--- src/rtl/vbap_pair_gain_search_defines.svh ---
// Assertion macros shared by the RTL of the pair gain search block.
// Depends on nothing; files that check their own logic include it.
// Each macro has an active form and an empty form for synthesis builds.
`ifndef VBAP_PAIR_GAIN_SEARCH_DEFINES_SVH
`define VBAP_PAIR_GAIN_SEARCH_DEFINES_SVH
`ifndef SYNTH
// Same-cycle implication, disabled while reset is asserted.
`define VBPS_ASSERT_IMP(label, clk, rst_n, ante, cons, msg) \
    label: assert property (@(posedge clk) disable iff (!rst_n) (ante) |-> (cons)) \
        else $error(msg);
// Next-cycle implication, disabled while reset is asserted.
`define VBPS_ASSERT_NXT(label, clk, rst_n, ante, cons, msg) \
    label: assert property (@(posedge clk) disable iff (!rst_n) (ante) |=> (cons)) \
        else $error(msg);
`else
`define VBPS_ASSERT_IMP(label, clk, rst_n, ante, cons, msg)
`define VBPS_ASSERT_NXT(label, clk, rst_n, ante, cons, msg)
`endif
`endif

--- src/rtl/vbps_pkg.sv ---
// Package of the pair gain search block: widths, polynomial constants,
// state and opcode types, and control structs. Depends on nothing.
`default_nettype none
package vbps_pkg;

    localparam int MAX_PAIRS_DEF   = 32;
    localparam int COEF_WIDTH_DEF  = 16;
    localparam int ANGLE_WIDTH_DEF = 16;

    localparam int INDEX_W    = 5;
    localparam int RAW_COEF_W = 16;
    localparam int SPK_W      = 5;
    localparam int AZ_W       = 16;
    localparam int PCNT_W     = 6;
    localparam int GAIN_W     = 16;
    localparam int Q15_W      = 17;
    localparam int XY_W       = 18;
    localparam int QUOT_W     = 17;
    localparam int S_TDATA_W  = 96;
    localparam int M_TDATA_W  = 48;
    localparam int EVAL_DEPTH = 4;
    localparam int NEG_TOL    = 134;

    localparam logic [Q15_W-1:0] POLY_A  = 17'd51472;
    localparam logic [Q15_W-1:0] POLY_B  = 17'd21024;
    localparam logic [Q15_W-1:0] POLY_C  = 17'd2320;
    localparam logic [Q15_W-1:0] ONE_Q15 = 17'd32768;

    typedef enum logic {
        OP_LOAD  = 1'b0,
        OP_QUERY = 1'b1
    } t_op;

    typedef enum logic [5:0] {
        ST_IDLE  = 6'b000001,
        ST_SINE  = 6'b000010,
        ST_SCAN  = 6'b000100,
        ST_DRAIN = 6'b001000,
        ST_NORM  = 6'b010000,
        ST_FIN   = 6'b100000
    } t_state;

    typedef struct packed {
        logic load;
        logic shift;
    } t_cell_ctl;

    typedef struct packed {
        logic clear;
        logic valid;
    } t_eval_ctl;

endpackage
`default_nettype wire

--- src/rtl/vbps_sine.sv ---
// Sine and negated cosine of a turn fraction through one shared
// multiplier, one polynomial step per cycle. Depends on vbps_pkg.
`default_nettype none
module vbps_sine
    import vbps_pkg::*;
#(
    parameter int ANGLE_WIDTH = ANGLE_WIDTH_DEF
) (
    input  wire logic                    i_clk,
    input  wire logic                    i_rst_n,
    input  wire logic                    i_start,
    input  wire logic [ANGLE_WIDTH-1:0]  i_angle,
    output logic                         o_done,
    output logic signed [XY_W-1:0]       o_x,
    output logic signed [XY_W-1:0]       o_y
);

    localparam logic [ANGLE_WIDTH-1:0] QUARTER = {2'b01, {(ANGLE_WIDTH-2){1'b0}}};

    logic                          r_busy;
    logic                          r_phase;
    logic [1:0]                    r_step;
    logic                          r_done;
    logic [ANGLE_WIDTH-1:0]        r_angle;
    logic [Q15_W-1:0]              r_z2;
    logic [Q15_W-1:0]              r_t;
    logic signed [XY_W-1:0]        r_x;
    logic signed [XY_W-1:0]        r_y;

    logic [ANGLE_WIDTH-1:0]        w_ang;
    logic [14:0]                   w_zs;
    logic [Q15_W-1:0]              w_z;
    logic [Q15_W-1:0]              w_a;
    logic [Q15_W-1:0]              w_b;
    logic [2*Q15_W-1:0]            w_prod;
    logic [2*Q15_W-1:0]            w_sum;
    logic [Q15_W-1:0]              w_rnd;
    logic [Q15_W-1:0]              w_s;
    logic signed [XY_W-1:0]        w_sv;

    // The second pass works on the angle advanced by a quarter turn.
    assign w_ang = r_phase ? (r_angle + QUARTER) : r_angle;

    generate
        if (ANGLE_WIDTH <= 17) begin : g_zup
            assign w_zs = 15'(w_ang[ANGLE_WIDTH-3:0]) << (17 - ANGLE_WIDTH);
        end else begin : g_zdn
            assign w_zs = w_ang[ANGLE_WIDTH-3 -: 15];
        end
    endgenerate

    // Odd quadrants mirror the fraction of the quarter.
    assign w_z = w_ang[ANGLE_WIDTH-2] ? (ONE_Q15 - {2'b00, w_zs}) : {2'b00, w_zs};

    always_comb begin
        case (r_step)
            2'd0: begin
                w_a = w_z;
                w_b = w_z;
            end
            2'd1: begin
                w_a = POLY_C;
                w_b = r_z2;
            end
            2'd2: begin
                w_a = POLY_B - r_t;
                w_b = r_z2;
            end
            2'd3: begin
                w_a = POLY_A - r_t;
                w_b = w_z;
            end
            default: begin
                w_a = '0;
                w_b = '0;
            end
        endcase
    end

    assign w_prod = w_a * w_b;
    assign w_sum  = w_prod + 34'd16384;
    assign w_rnd  = w_sum[31:15];
    assign w_s    = (w_rnd > ONE_Q15) ? ONE_Q15 : w_rnd;
    assign w_sv   = w_ang[ANGLE_WIDTH-1] ? -$signed({1'b0, w_s}) : $signed({1'b0, w_s});

    always_ff @(posedge i_clk) begin
        if (!i_rst_n) begin
            r_busy  <= 1'b0;
            r_phase <= 1'b0;
            r_step  <= 2'd0;
            r_done  <= 1'b0;
        end else begin
            r_done <= 1'b0;
            if (i_start) begin
                r_busy  <= 1'b1;
                r_phase <= 1'b0;
                r_step  <= 2'd0;
            end else if (r_busy) begin
                r_step <= r_step + 2'd1;
                if (r_step == 2'd3) begin
                    r_phase <= 1'b1;
                    if (r_phase) begin
                        r_busy <= 1'b0;
                        r_done <= 1'b1;
                    end
                end
            end
        end
    end

    always_ff @(posedge i_clk) begin
        if (i_start) begin
            r_angle <= i_angle;
        end
        if (r_busy) begin
            case (r_step)
                2'd0: r_z2 <= w_rnd;
                2'd1: r_t  <= w_rnd;
                2'd2: r_t  <= w_rnd;
                2'd3: begin
                    if (r_phase) begin
                        r_y <= -w_sv;
                    end else begin
                        r_x <= w_sv;
                    end
                end
                default: r_t <= r_t;
            endcase
        end
    end

    assign o_done = r_done;
    assign o_x    = r_x;
    assign o_y    = r_y;

endmodule
`default_nettype wire

--- config.mk ---
export PLATFORM = sky130hd
export DESIGN_NAME = vbps_sine
export DESIGN_NICKNAME = d
export VERILOG_FILES = /design/src/rtl/vbap_pair_gain_search_defines.svh /design/src/rtl/vbps_pkg.sv /design/src/rtl/vbps_sine.sv
export SDC_FILE = /design/constraint.sdc
export NUM_CORES = 1
export LEC_CHECK = 0
export BUFFER_PORTS_ARGS = -buffer_cell sky130_fd_sc_hd__clkbuf_2
export CORE_MARGIN = 2
export CORE_UTILIZATION = 65
export DETAILED_ROUTE_END_ITERATION = 8
export GPL_ROUTABILITY_DRIVEN = 0
export PLACE_DENSITY = 0.85
export SYNTH_ARGS = -nofsm -noshare
export SYNTH_HDL_FRONTEND = slang
export SYNTH_SLANG_ARGS = --single-unit
export TNS_END_PERCENT = 50
--- constraint.sdc ---
create_clock -name i_clk -period 26.8 [get_ports i_clk]
set_input_delay 5.36 -clock i_clk [delete_from_list [all_inputs] [get_ports i_clk]]
set_output_delay 5.36 -clock i_clk [all_outputs]
set_load 0.05 [all_outputs]
=== Yosys cells after proc, flatten, opt, wreduce, memory -nomap -nowiden ===
Index checks and enable logic that the tools add are counted.

* Register bits: 91
* Output and inout port bits: 37
* Logic and storage cells: 47

* $add $sub $neg: 8
* $mul: 1
* Order comparisons: 1
* Equal/unequal tests: 3
* Multiplexer cells: 11
* Bitwise gates (word level): 4
* Reductions and logical operators: 10

{| class="wikitable"
|+ Operators with widths
! cell !! count
|-
| 17-bit one-hot mux with 4 select lines || 1
|-
| 17-bit two-way mux || 2
|-
| 17-bit one-hot mux with 2 select lines || 1
|-
| 32-bit by 15-bit adder with 32-bit output (second input constant) || 1
|-
| 17-bit by 17-bit multiplier with 32-bit output || 1
|-
| 18-bit two-way mux || 1
|-
| 17-bit negation with 18-bit output || 1
|-
| 18-bit negation || 1
|-
| 17-bit by 16-bit greater-than comparator with 1-bit output (second input constant) || 1
|-
| 15-bit by 17-bit subtractor with 17-bit output (first input constant) || 1
|-
| 16-bit by 15-bit subtractor with 17-bit output (first input constant) || 1
|-
| 16-bit by 17-bit subtractor with 17-bit output (first input constant) || 1
|-
| 16-bit by 15-bit adder with 16-bit output (second input constant) || 1
|-
| 16-bit two-way mux || 1
|-
| 2-bit AND reduction || 3
|-
| 3-bit AND reduction || 2
|-
| 2-bit OR reduction || 3
|-
| 1-bit two-way mux || 5
|-
| 2-bit == test (second input constant) || 2
|-
| 1-bit NOT || 4
|-
| 4-bit OR reduction || 1
|-
| 2-bit by 1-bit adder with 2-bit output (second input constant) || 1
|-
| 2-bit by 1-bit == test with 1-bit output (second input constant) || 1
|-
| 2-bit zero test || 1
|}

=== Logic depth before layout (Yosys ltp) ===
Gate-level depths: netlist of the first run.

* Depth in word-level cells: 12
* Mapped depth: 46

=== Least setup slack after synthesis of the first run ===
Ideal clock, no wire load.

* Path type: register -> register
* Start point: register r_step[1]
* End point: register r_y[13] (netlist: o_y[13]), data pin
* Library setup time: 271 ps
* Data arrival time: 10,992 ps
* Required time: 26,529 ps
* Path slack: 15,536 ps
* Stages on the path, launching flop included: 44
* Period minus slack after synthesis: 11,264 ps
* Cells stage by stage: dfxtp_1 ha_1 buf_4 inv_1 ha_1 and3b_1 a311oi_2 o21ai_1 a21oi_1 xnor2_1 a22oi_1 nor2_1 fa_1 inv_1 fa_1 inv_1 fa_1 fa_1 (+8 left out) a221o_1 a211oi_4 xor2_1 o21a_1 or4b_4 o41ai_4 and2_1 clkbuf_1 nand2_1 ha_1 and3_1 a21oi_1 xnor2_1 mux2_1 or4_4 nor4_4 nand2_1 xor2_1

* Longest elaborated chain between the ends: 10
* Elaborated cells on any way between the ends: 15
* Classes of those cells: add/sub: 3; mul: 1; order compare: 1; eq/ne: 3; mux: 4; reduce/logical: 3

{| class="wikitable"
|+ RTL lines
! what !! RTL line !! text
|-
| start: declaration || vbps_sine.sv:22 || <nowiki>logic [1:0] r_step;</nowiki>
|-
| start signal: assignment || vbps_sine.sv:99 || <nowiki>r_step <= r_step + 2'd1;</nowiki>
|-
| 2-bit == test, or another cell as far along || vbps_sine.sv:56 || <nowiki>case (r_step)</nowiki>
|-
| 2-bit OR reduction (no line) || - ||
|-
| 17-bit one-hot mux with 2 select lines || vbps_sine.sv:56 ||
|-
| 17-bit by 17-bit multiplier with 32-bit output (*) || vbps_sine.sv:80 || <nowiki>assign w_prod = w_a * w_b;</nowiki>
|-
| 32-bit by 15-bit adder with 32-bit output (*) || vbps_sine.sv:81 || <nowiki>assign w_sum = w_prod + 34'd16384;</nowiki>
|-
| 17-bit by 16-bit greater-than comparator with 1-bit output || vbps_sine.sv:83 || <nowiki>assign w_s = (w_rnd > ONE_Q15) ? ONE_Q15 : w_rnd;</nowiki>
|-
| 17-bit two-way mux (*) || vbps_sine.sv:83 ||
|-
| 17-bit negation with 18-bit output || vbps_sine.sv:84 || <nowiki>assign w_sv = w_ang[ANGLE_WIDTH-1] ? -$signed({1'b0, w_s}) : $signed({1'b0, w_s});</nowiki>
|-
| 18-bit two-way mux (*) || vbps_sine.sv:84 ||
|-
| via w_sv[8] || vbps_sine.sv:39 || <nowiki>logic signed [XY_W-1:0] w_sv;</nowiki>
|-
| 18-bit negation (*) || vbps_sine.sv:122 || <nowiki>r_y <= -w_sv;</nowiki>
|-
| end signal: assignment || vbps_sine.sv:122 ||
|-
| end: declaration || vbps_sine.sv:28 || <nowiki>logic signed [XY_W-1:0] r_y;</nowiki>
|}

The timed path passes the listed nets; every way through them passes the cells marked *.
A chain may end at the register's enable or synchronous reset.

=== Worst setup path in the final report of the first run ===
* Start point: register r_step[1]
* End point: register r_y[15] (netlist: o_y[15]), data pin

* Longest elaborated chain between the ends: 10
* Elaborated cells on any way between the ends: 15
* Classes of those cells: add/sub: 3; mul: 1; order compare: 1; eq/ne: 3; mux: 4; reduce/logical: 3

{| class="wikitable"
|+ RTL lines
! what !! RTL line !! text
|-
| 2-bit == test, or another cell as far along || vbps_sine.sv:56 ||
|-
| 2-bit OR reduction (no line) || - ||
|-
| 17-bit one-hot mux with 2 select lines || vbps_sine.sv:56 ||
|-
| 17-bit by 17-bit multiplier with 32-bit output (*) || vbps_sine.sv:80 ||
|-
| 32-bit by 15-bit adder with 32-bit output (*) || vbps_sine.sv:81 ||
|-
| 17-bit by 16-bit greater-than comparator with 1-bit output || vbps_sine.sv:83 ||
|-
| 17-bit two-way mux (*) || vbps_sine.sv:83 ||
|-
| via w_s[0] || vbps_sine.sv:38 || <nowiki>logic [Q15_W-1:0] w_s;</nowiki>
|-
| 17-bit negation with 18-bit output (*) || vbps_sine.sv:84 ||
|-
| 18-bit two-way mux (*) || vbps_sine.sv:84 ||
|-
| via w_sv[8] || vbps_sine.sv:39 ||
|-
| 18-bit negation (*) || vbps_sine.sv:122 ||
|}

Marks and branches as above.

==> impl_metrics.toml, run 1 <==
[status]
status = "finished, final reports clean"

[critical_path]
cp-end-kind = "flop"
criticalPathCategory = "flop to flop"
cp_slowest_cell = "a22oi_1"
critPathLaunchType = "flop"
max_stage_delay_ns = 0.79
worstPathMaxFanout = 11
cp.required_ns = 26.90
arrival_ns = 13.21
r2r_cells = 41

[cts]
postCtsHoldBufs = 0
ctsResizeCount = 0
cts_tree = "built"
numCtsBuffers = 9
cts_sinks = 91
clockRootBuffer = "clkbuf_16"
cts_buffer_depth = 2
insertion_delay_ns = 0.35
postCtsSetupBuffers = 0
path_clk_slew_ns = 0.07
cts_max_level = 3

[logic_synthesis]
syn-cell-area_mm2 = 0.0149
synthFlopType = "edfxtp_1"
yosys.area_share.simple = 0.170
ys_seq_area_frac = 0.180
synth_compound_area_frac = 0.0929
synth_fa_ha_area_frac = 0.397
netlist_instances = 1659
synthMuxAreaShare = 0.0201
synth_enable_flop_cells = 86
avgSynthCellArea_um2 = 9.01
syn_nets = 2018
synth_warnings = 0
async_flop_share = 0
synth-seq-cells = 91
synth_xor_area_frac = 0.0444
synth_top_family_by_area = "adder cells"
ys_types = 85

[placed_design]
dp.cells = 1969
dp_slack_ns = 14.01
dp_hpwl_mm = 32.9
portBuffers = 55
place_area_mm2 = 0.0155

[floorplan]
core_mm2 = 0.0226
die_w_um = 156
dieHeight_um = 156
placementRows = 55
io_pins = 56
initial_core_util = 0.662
die_area_mm2 = 0.0242

[route]
wl_mm = 41.8
drtIter0Drc = 1699
route.detailed.wl_per_inst_um = 21.1
drtPass1Iterations = 6
via_per_inst = 6.28
drc = 0
num_vias = 12500
postRouteAntennaNets = 0

[sta]
maxSlewHeadroom = 0.125
setup_viol = 0
max_freq_ghz = 0.0763
rsz0062_at_grt = "false"
setup_slack_ns = 13.69
hold_viol = 0
worst_pin_slew_ns = 1.31
fin_crit_sh = 0.489
drv_slew = 0
setup_tns_ns = 0
fin_crit_ns = 13.11
clock-skew-final_ns = 0.0105

[cells_and_area]
final_cell_mix = "inv_1, fa_1, nor2_1, nand2_1, ha_1"
layout-drive-gt1-share = 0.0818
nFillCells = 1664
finalNonFillerCells = 1985
final_nets = 2054
seq_area_mm2 = 0.00268
area_delta_synth_final_pct = 6.18
fin_area_mm2 = 0.0159
diodes = 0
multiInputGateArea_mm2 = 0.0108
final_common_cell = "inv_1"

[global_routing]
grt_antenna_before_repair = 0
grt_pass1_vias = 12900
grt.overflow.total = 0
grt_pass1_wl_mm = 67.2
grt_max_degree = 29
grt_usage = 0.360

[run]
drv_cap = 0

[min_path]
hold_depth = 2
hold_path_class = "flop to flop"
-- cell families (layout without fill, tap and decap cells) --
| kind of cell | count (synthesis) | after routing |
|---|---|---|
| AO/OA/AOI/OAI | 197 | 197 |
| flip-flops | 91 | 91 |
| buffers and inverters | 381 | 422 |
| multiplexers | 28 | 28 |
| AND/OR/NAND/NOR | 551 | 551 |
| XOR/XNOR | 71 | 71 |
| adder cells (fa/ha/maj) | 340 | 340 |
-- synth_stat cells (10+ instances only) --
cell type,number,area (µm²)
inv_1,330,1240
fa_1,223,4460
nor2_1,205,769
nand2_1,176,661
ha_1,117,1460
edfxtp_1,86,2580
a21oi_1,51,255
clkbuf_1,41,154
xnor2_1,40,350
xor2_1,28,245
nor3_1,27,135
o21ai_0,25,125
nand3_1,23,115
nand2b_1,21,131
and2_1,18,113
mux2i_1,14,140
nor2b_1,13,81.3
mux2_2,12,135
a211oi_1,10,75.1
a21o_1,10,75.1
o21a_1,10,75.1
-- flip-flops by register name (all words and copies together) (netlist names) --
name,flops
o_x,18
o_y,18
r_t,17
r_z2,17
r_angle,16
r_step,2
o_done,1
r_busy,1
r_phase,1
-- critical path, delay by kind of cell, from the launching register on --
kind            cells  cell delay [ns]
compound gates     12             3.63
mux                 1             0.39
simple gates        9             2.52
buf+inv             6             0.48
xor+xnor            3             0.60
fa+ha+maj          10             4.66
flops               1             0.54
-- layout make-up --
| class | count | area share |
|---|---|---|
| sequential | 91 | 0.169 |
| timing repair buffer | 75 | 0.0268 |
| clock buffer | 10 | 0.0144 |
| multi-input combinational | 1187 | 0.683 |
| clock inverter | 6 | 0.00599 |
| tap | 285 | 0.0225 |
| inverter | 331 | 0.0783 |
-- final timing paths --
kind              slack, ns      end  startpoint
setup reg to reg      13.69  o_y[15]   r_step[1]
setup / recovery      13.69  o_y[15]   r_step[1]
hold reg to reg        0.61   o_done      r_busy
hold / removal         0.61   o_done      r_busy
-- layer usage --
metal,wire (µm),vias to the layer above,global-route usage
li1,-,5372,-
met1,15100,6046,0.472
met2,19300,886,0.572
met3,5320,163,0.0931
met4,2050,0,0.159
met5,0,-,0
-- per-stage QoR --
step / hold slack (ns) / utilization
6_report: 0.606 / 0.703
5_1_grt: 0.655 / 0.703
4_1_cts: 0.583 / 0.703
3_5_place_dp: 0.555 / 0.689
3_3_place_gp: 0.546 / 0.689
2_1_floorplan: 0.540 / -
Power of run 1 is not shown: default switching activity piles up to over one toggle a cycle in this logic, so the estimate is an artifact.
==> run 2: changes to the inputs <==
Settings changed: ABC_AREA set to 1, CORE_UTILIZATION 65 to 59, PLACE_DENSITY 0.85 to 0.82.
Clock period 26.8 ns to 10.7 ns, I/O delays scaled along.
==> run 2 against run 1 <==
Hold slack lost 0.079 ns; cell count is 17% higher; fmax rose by 28%; clock-buffer cell count is 1 higher; register-to-register slack worse by 13 ns; clock skew is 0.0039 ns lower; setup slack got worse by 13 ns; global-route usage shrank 4.4 points; area after synthesis is 1.5% higher; non-clock buffer count grew 23; critical path type unchanged; largest cell class unchanged.
==> impl_metrics.toml, run 2 <==
[logic_synthesis]
async_flop_share = 0
syn_nets = 2265
ys_seq_area_frac = 0.177
ys_types = 52
synthTopCellsByCount = "inv_1, nand2_1, fa_1"
synth_area_leader_cell = "fa_1"
synthFlopType = "edfxtp_1"
avgSynthCellArea_um2 = 7.96
synth_top_area_share = 0.294
synth_warnings = 0
yosysMostFrequentCell = "inv_1"
synth_enable_flop_cells = 86
netlist_top_cells_area = "fa_1, edfxtp_1, inv_1"
netlist_instances = 1906
synth-seq-cells = 91
syn-cell-area_mm2 = 0.0152

[cts]
insertion_delay_ns = 0.34
numCtsBuffers = 9
cts_max_level = 3
cts_buffer_depth = 2
cts_tree = "built"
path_clk_slew_ns = 0.07
clockRootBuffer = "clkbuf_16"
postCtsHoldBufs = 0
cts_sinks = 91

[sta]
maxSlewHeadroom = 0.447
fin_crit_ns = 10.22
hold_ws_ns = 0.527
hold_viol = 0
worst_pin_slew_ns = 0.829
fin_crit_sh = 0.956
drv_slew = 0
clock-skew-final_ns = 0.00663
setup_slack_ns = 0.476
setup_viol = 0
max_freq_ghz = 0.0978

[global_routing]
grt_pass1_wl_mm = 66.2
grt_max_degree = 28
grt_use_met2 = 0.516
grt_util_met3 = 0.0636
grt.overflow.total = 0
grt_usage = 0.317
grtUsageMet1 = 0.408
busiest_layer = "met2"
grt_antenna_before_repair = 0
grt_pass1_vias = 13300

[placed_design]
dp_hpwl_mm = 33.3
portBuffers = 55
place_area_mm2 = 0.0160
dp_slack_ns = 0.257

[critical_path]
cp.required_ns = 10.81
cp-end-kind = "flop"
r2r_cells = 60
crit_top_cell = "inv_1"
cp_top_family = "adder cells"
criticalPathCategory = "flop to flop"
cp.depth = 60
max_stage_delay_ns = 0.58
cp.buffers_inverters = 12
worstPathMaxFanout = 8
cp_slowest_cell = "fa_1"
critPathLaunchType = "flop"
arrival_ns = 10.33

[cells_and_area]
final_common_cell = "inv_1"
fin_area_mm2 = 0.0164
area_delta_synth_final_pct = 8.30
diodes = 0
final_nets = 2342
nFillCells = 1980
multiInputGateArea_mm2 = 0.0106
seq_area_mm2 = 0.00269
final_cell_mix = "inv_1, nand2_1, fa_1, nor2_1, ha_1"
layout-drive-gt1-share = 0.132

[floorplan]
core_mm2 = 0.0252
io_pins = 56
initial_core_util = 0.602
placementRows = 58
die_w_um = 164
dieHeight_um = 164
die_area_mm2 = 0.0270

[route]
drtPass1Iterations = 5
postRouteAntennaNets = 0
num_vias = 13000
drc = 0
wl_mm = 40.9
via_per_inst = 5.62
route.detailed.wl_per_inst_um = 17.6
drtIter0Drc = 1267

[status]
status = "finished, final reports clean"

[run]
drv_cap = 0

[min_path]
hold_path_class = "flop to flop"
hold_depth = 2
run 2: changes by cell type after synthesis, sizes merged, moves of 16 or more:
cell / previous run / this run
xnor2: 42 / 13
nand2: 177 / 429
inv: 331 / 479
nand2b: 21 / 0
o21ai: 33 / 49
nor2: 205 / 234
clkbuf: 41 / 23
nand3: 23 / 74
run 2: path summary, 6_finish.rpt:
kind,from,end,slack (ns)
setup reg to reg,r_step[1],o_y[14],0.48
hold reg to reg,r_busy,o_done,0.53
hold / removal,r_busy,o_done,0.53
setup / recovery,r_step[1],o_y[14],0.48
run 2: logic make-up after synthesis:
| family | share of synthesized area |
|---|---|
| AO/OA/AOI/OAI | 0.0461 |
| XOR/XNOR | 0.0217 |
| adder cells (fa/ha/maj) | 0.391 |
| buffers and inverters | 0.134 |
| flip-flops | 0.177 |
| AND/OR/NAND/NOR | 0.231 |
run 2: repair_timing:
action,in CTS,in global routing
setup endpoints to repair,0,15
buffers inserted,0,6
gates resized for setup,0,30
run 2: worst register-to-register path, delay by kind of cell (launching register included):
family	cells	cell delay [ns]
buffers and inverters	12	0.85
and+or+nand+nor	33	3.48
AOI/OAI and AO/OA	4	0.72
DFF	1	0.41
adders and majority gates	11	4.47
run 2: layout make-up:
cell class / count / area share
Tap cell: 330 / 0.0251
Timing Repair inverter: 1 / 0.000305
Multi-Input combinational cell: 1290 / 0.643
Clock inverter: 5 / 0.00251
Timing Repair Buffer: 98 / 0.0364
Clock buffer: 11 / 0.0161
Inverter: 492 / 0.113
Sequential cell: 91 / 0.164
run 2: metrics by stage:
step / util / std cells / TNS, ns
after floorplan: - / 1906 / 0
after global placement: 0.634 / 2295 / 0
after detailed placement: 0.634 / 2295 / 0
after CTS: 0.646 / 2311 / 0
after global routing: 0.652 / 2318 / -0.201
final: 0.652 / 2318 / 0
run 2: layer usage:
layer,vias to the layer above,share of wire
met4,0,0.055
met5,-,0
met1,6189,0.37
met2,783,0.46
li1,5849,-
met3,196,0.11
Power of run 2 is left out for the same reason.
==> run 3: changes to the inputs <==
Settings changed: ABC_AREA 1 to not set.
==> run 3 against run 2 <==
Non-clock buffer count grew 169; critical path type unchanged; the flow now finishes with violations (negative setup slack); first-iteration DRC count grew 75%; global-route usage grew 2.7 points.
==> impl_metrics.toml, run 3 (same netlist as run 1, synthesis figures left out) <==
[sta]
maxSlewHeadroom = 0.174
hold_ws_ns = 0.581
fin_crit_ns = 11.09
worst_pin_slew_ns = 1.24
hold_viol = 0
clock-skew-final_ns = 0.0125
setup_viol = 10
setup_slack_ns = -0.386
fin_crit_sh = 1.04
drv_slew = 0
max_freq_ghz = 0.0902
rsz0062_at_grt = "true"

[cts]
insertion_delay_ns = 0.36
clockRootBuffer = "clkbuf_16"
cts_buffer_depth = 2
cts_tree = "built"
numCtsBuffers = 9
postCtsHoldBufs = 0
cts_max_level = 3
cts_sinks = 91
path_clk_slew_ns = 0.08

[placed_design]
place_area_mm2 = 0.0167
portBuffers = 55
dp.cells = 2144
dp_hpwl_mm = 35.1

[global_routing]
grt_max_degree = 20
grt_pass1_vias = 13500
grt_usage = 0.344
grt.overflow.total = 0
grt_antenna_before_repair = 0
grt_pass1_wl_mm = 70.4

[critical_path]
arrival_ns = 11.17
crit_top_cell = "fa_1"
critPathLaunchType = "flop"
max_stage_delay_ns = 0.60
reg2reg_to = "o_y[13]"
cp_slowest_cell = "fa_1"
r2r_slack_ns = -0.39
r2r_cells = 43
cp.required_ns = 10.79
criticalPathCategory = "flop to flop"
cp-end-kind = "flop"
worstPathMaxFanout = 5
rr_startpoint = "r_t[1]"

[cells_and_area]
finalNonFillerCells = 2222
multiInputGateArea_mm2 = 0.0117
nFillCells = 1498
diodes = 0
final_common_cell = "inv_1"
seq_area_mm2 = 0.00269
final_nets = 2246
fin_area_mm2 = 0.0184
final_cell_mix = "inv_1, fa_1, nor2_1, buf_4, nand2_1"
layout-drive-gt1-share = 0.258
fin_util = 0.733
area_delta_synth_final_pct = 22.9

[floorplan]
core_mm2 = 0.0250
io_pins = 56
die_w_um = 163
dieHeight_um = 163
initial_core_util = 0.597
die_area_mm2 = 0.0266
placementRows = 58

[min_path]
hold_depth = 2
hp-start = "r_busy"
hold_path_class = "flop to flop"
min_to = "o_done"

[route]
num_vias = 14300
wl_mm = 52.5
postRouteAntennaNets = 0
drtIter0Drc = 2223
via_per_inst = 6.45
drtPass1Iterations = 9
route.detailed.wl_per_inst_um = 23.6
drc = 0

[run]
drv_cap = 0

[status]
violations = "negative setup slack"
status = "finished with violations"
run 3: cell types whose count changed in the layout (fill, tap and decap cells not counted), sizes merged, moves of 29 or more:
| cell | change |
|---|---|
| nor2 | -29 |
| xnor2 | +29 |
| buf | +169 |
| nand2 | -252 |
| inv | -148 |
| nand3 | -51 |
run 3: worst max-delay path: cells and delay by family (launching register included):
family,cells,cell delay [ns]
muxes,1,0.29
and+or+nand+nor,13,2.89
xor gates and xnor gates,4,0.58
adders and majority gates,8,3.55
DFF,1,0.45
buffers and inverters,8,0.91
AOI/OAI and AO/OA,9,2.14
run 3: cell type report:
cell class	instances	share of cell area
multi-input combinational	1187	0.638
sequential	91	0.147
timing repair buffer	267	0.108
inverter	331	0.0680
tap	330	0.0225
clock buffer	9	0.0123
clock inverter	7	0.00443
run 3: what timing repair did:
| action | 4_1_cts | 5_1_grt |
|---|---|---|
| gates resized for setup | 34 | 169 |
| endpoints found under the setup margin | 9 | 14 |
| buffers inserted | 15 | 47 |
| pin swaps | 19 | 137 |
run 3: metal layers:
layer  routed length, µm  vias up  GRT usage
met1               17000     6774      0.429
met3                7230      479     0.0858
met4                4730        0      0.162
li1                    -     5766          -
met5                   0        -          0
met2               23500     1304      0.563
run 3: how the worst max path moves through the flow:
stage                         start       to  cells past startpoint  slack (ns)
after floorplan           r_step[1]  o_y[13]                     43       0.006
after global placement    r_step[1]  o_y[13]                     43      -0.009
after detailed placement  r_step[1]  o_y[17]                     43       -0.28
after CTS                 r_step[0]  o_y[13]                     43       0.009
after global routing      r_step[1]  o_y[13]                     43       -0.56
final                        r_t[1]  o_y[13]                     43       -0.39
run 3: stage by stage:
stage / TNS, ns / setup WS, ns
final: -2.55 / -0.386
after global routing: -4.78 / -0.564
after CTS: 0 / 0.00885
after detailed placement: -1.34 / -0.280
after global placement: -0.00910 / -0.00910
after floorplan: 0 / 0.00570
Power of run 3 is left out for the same reason.
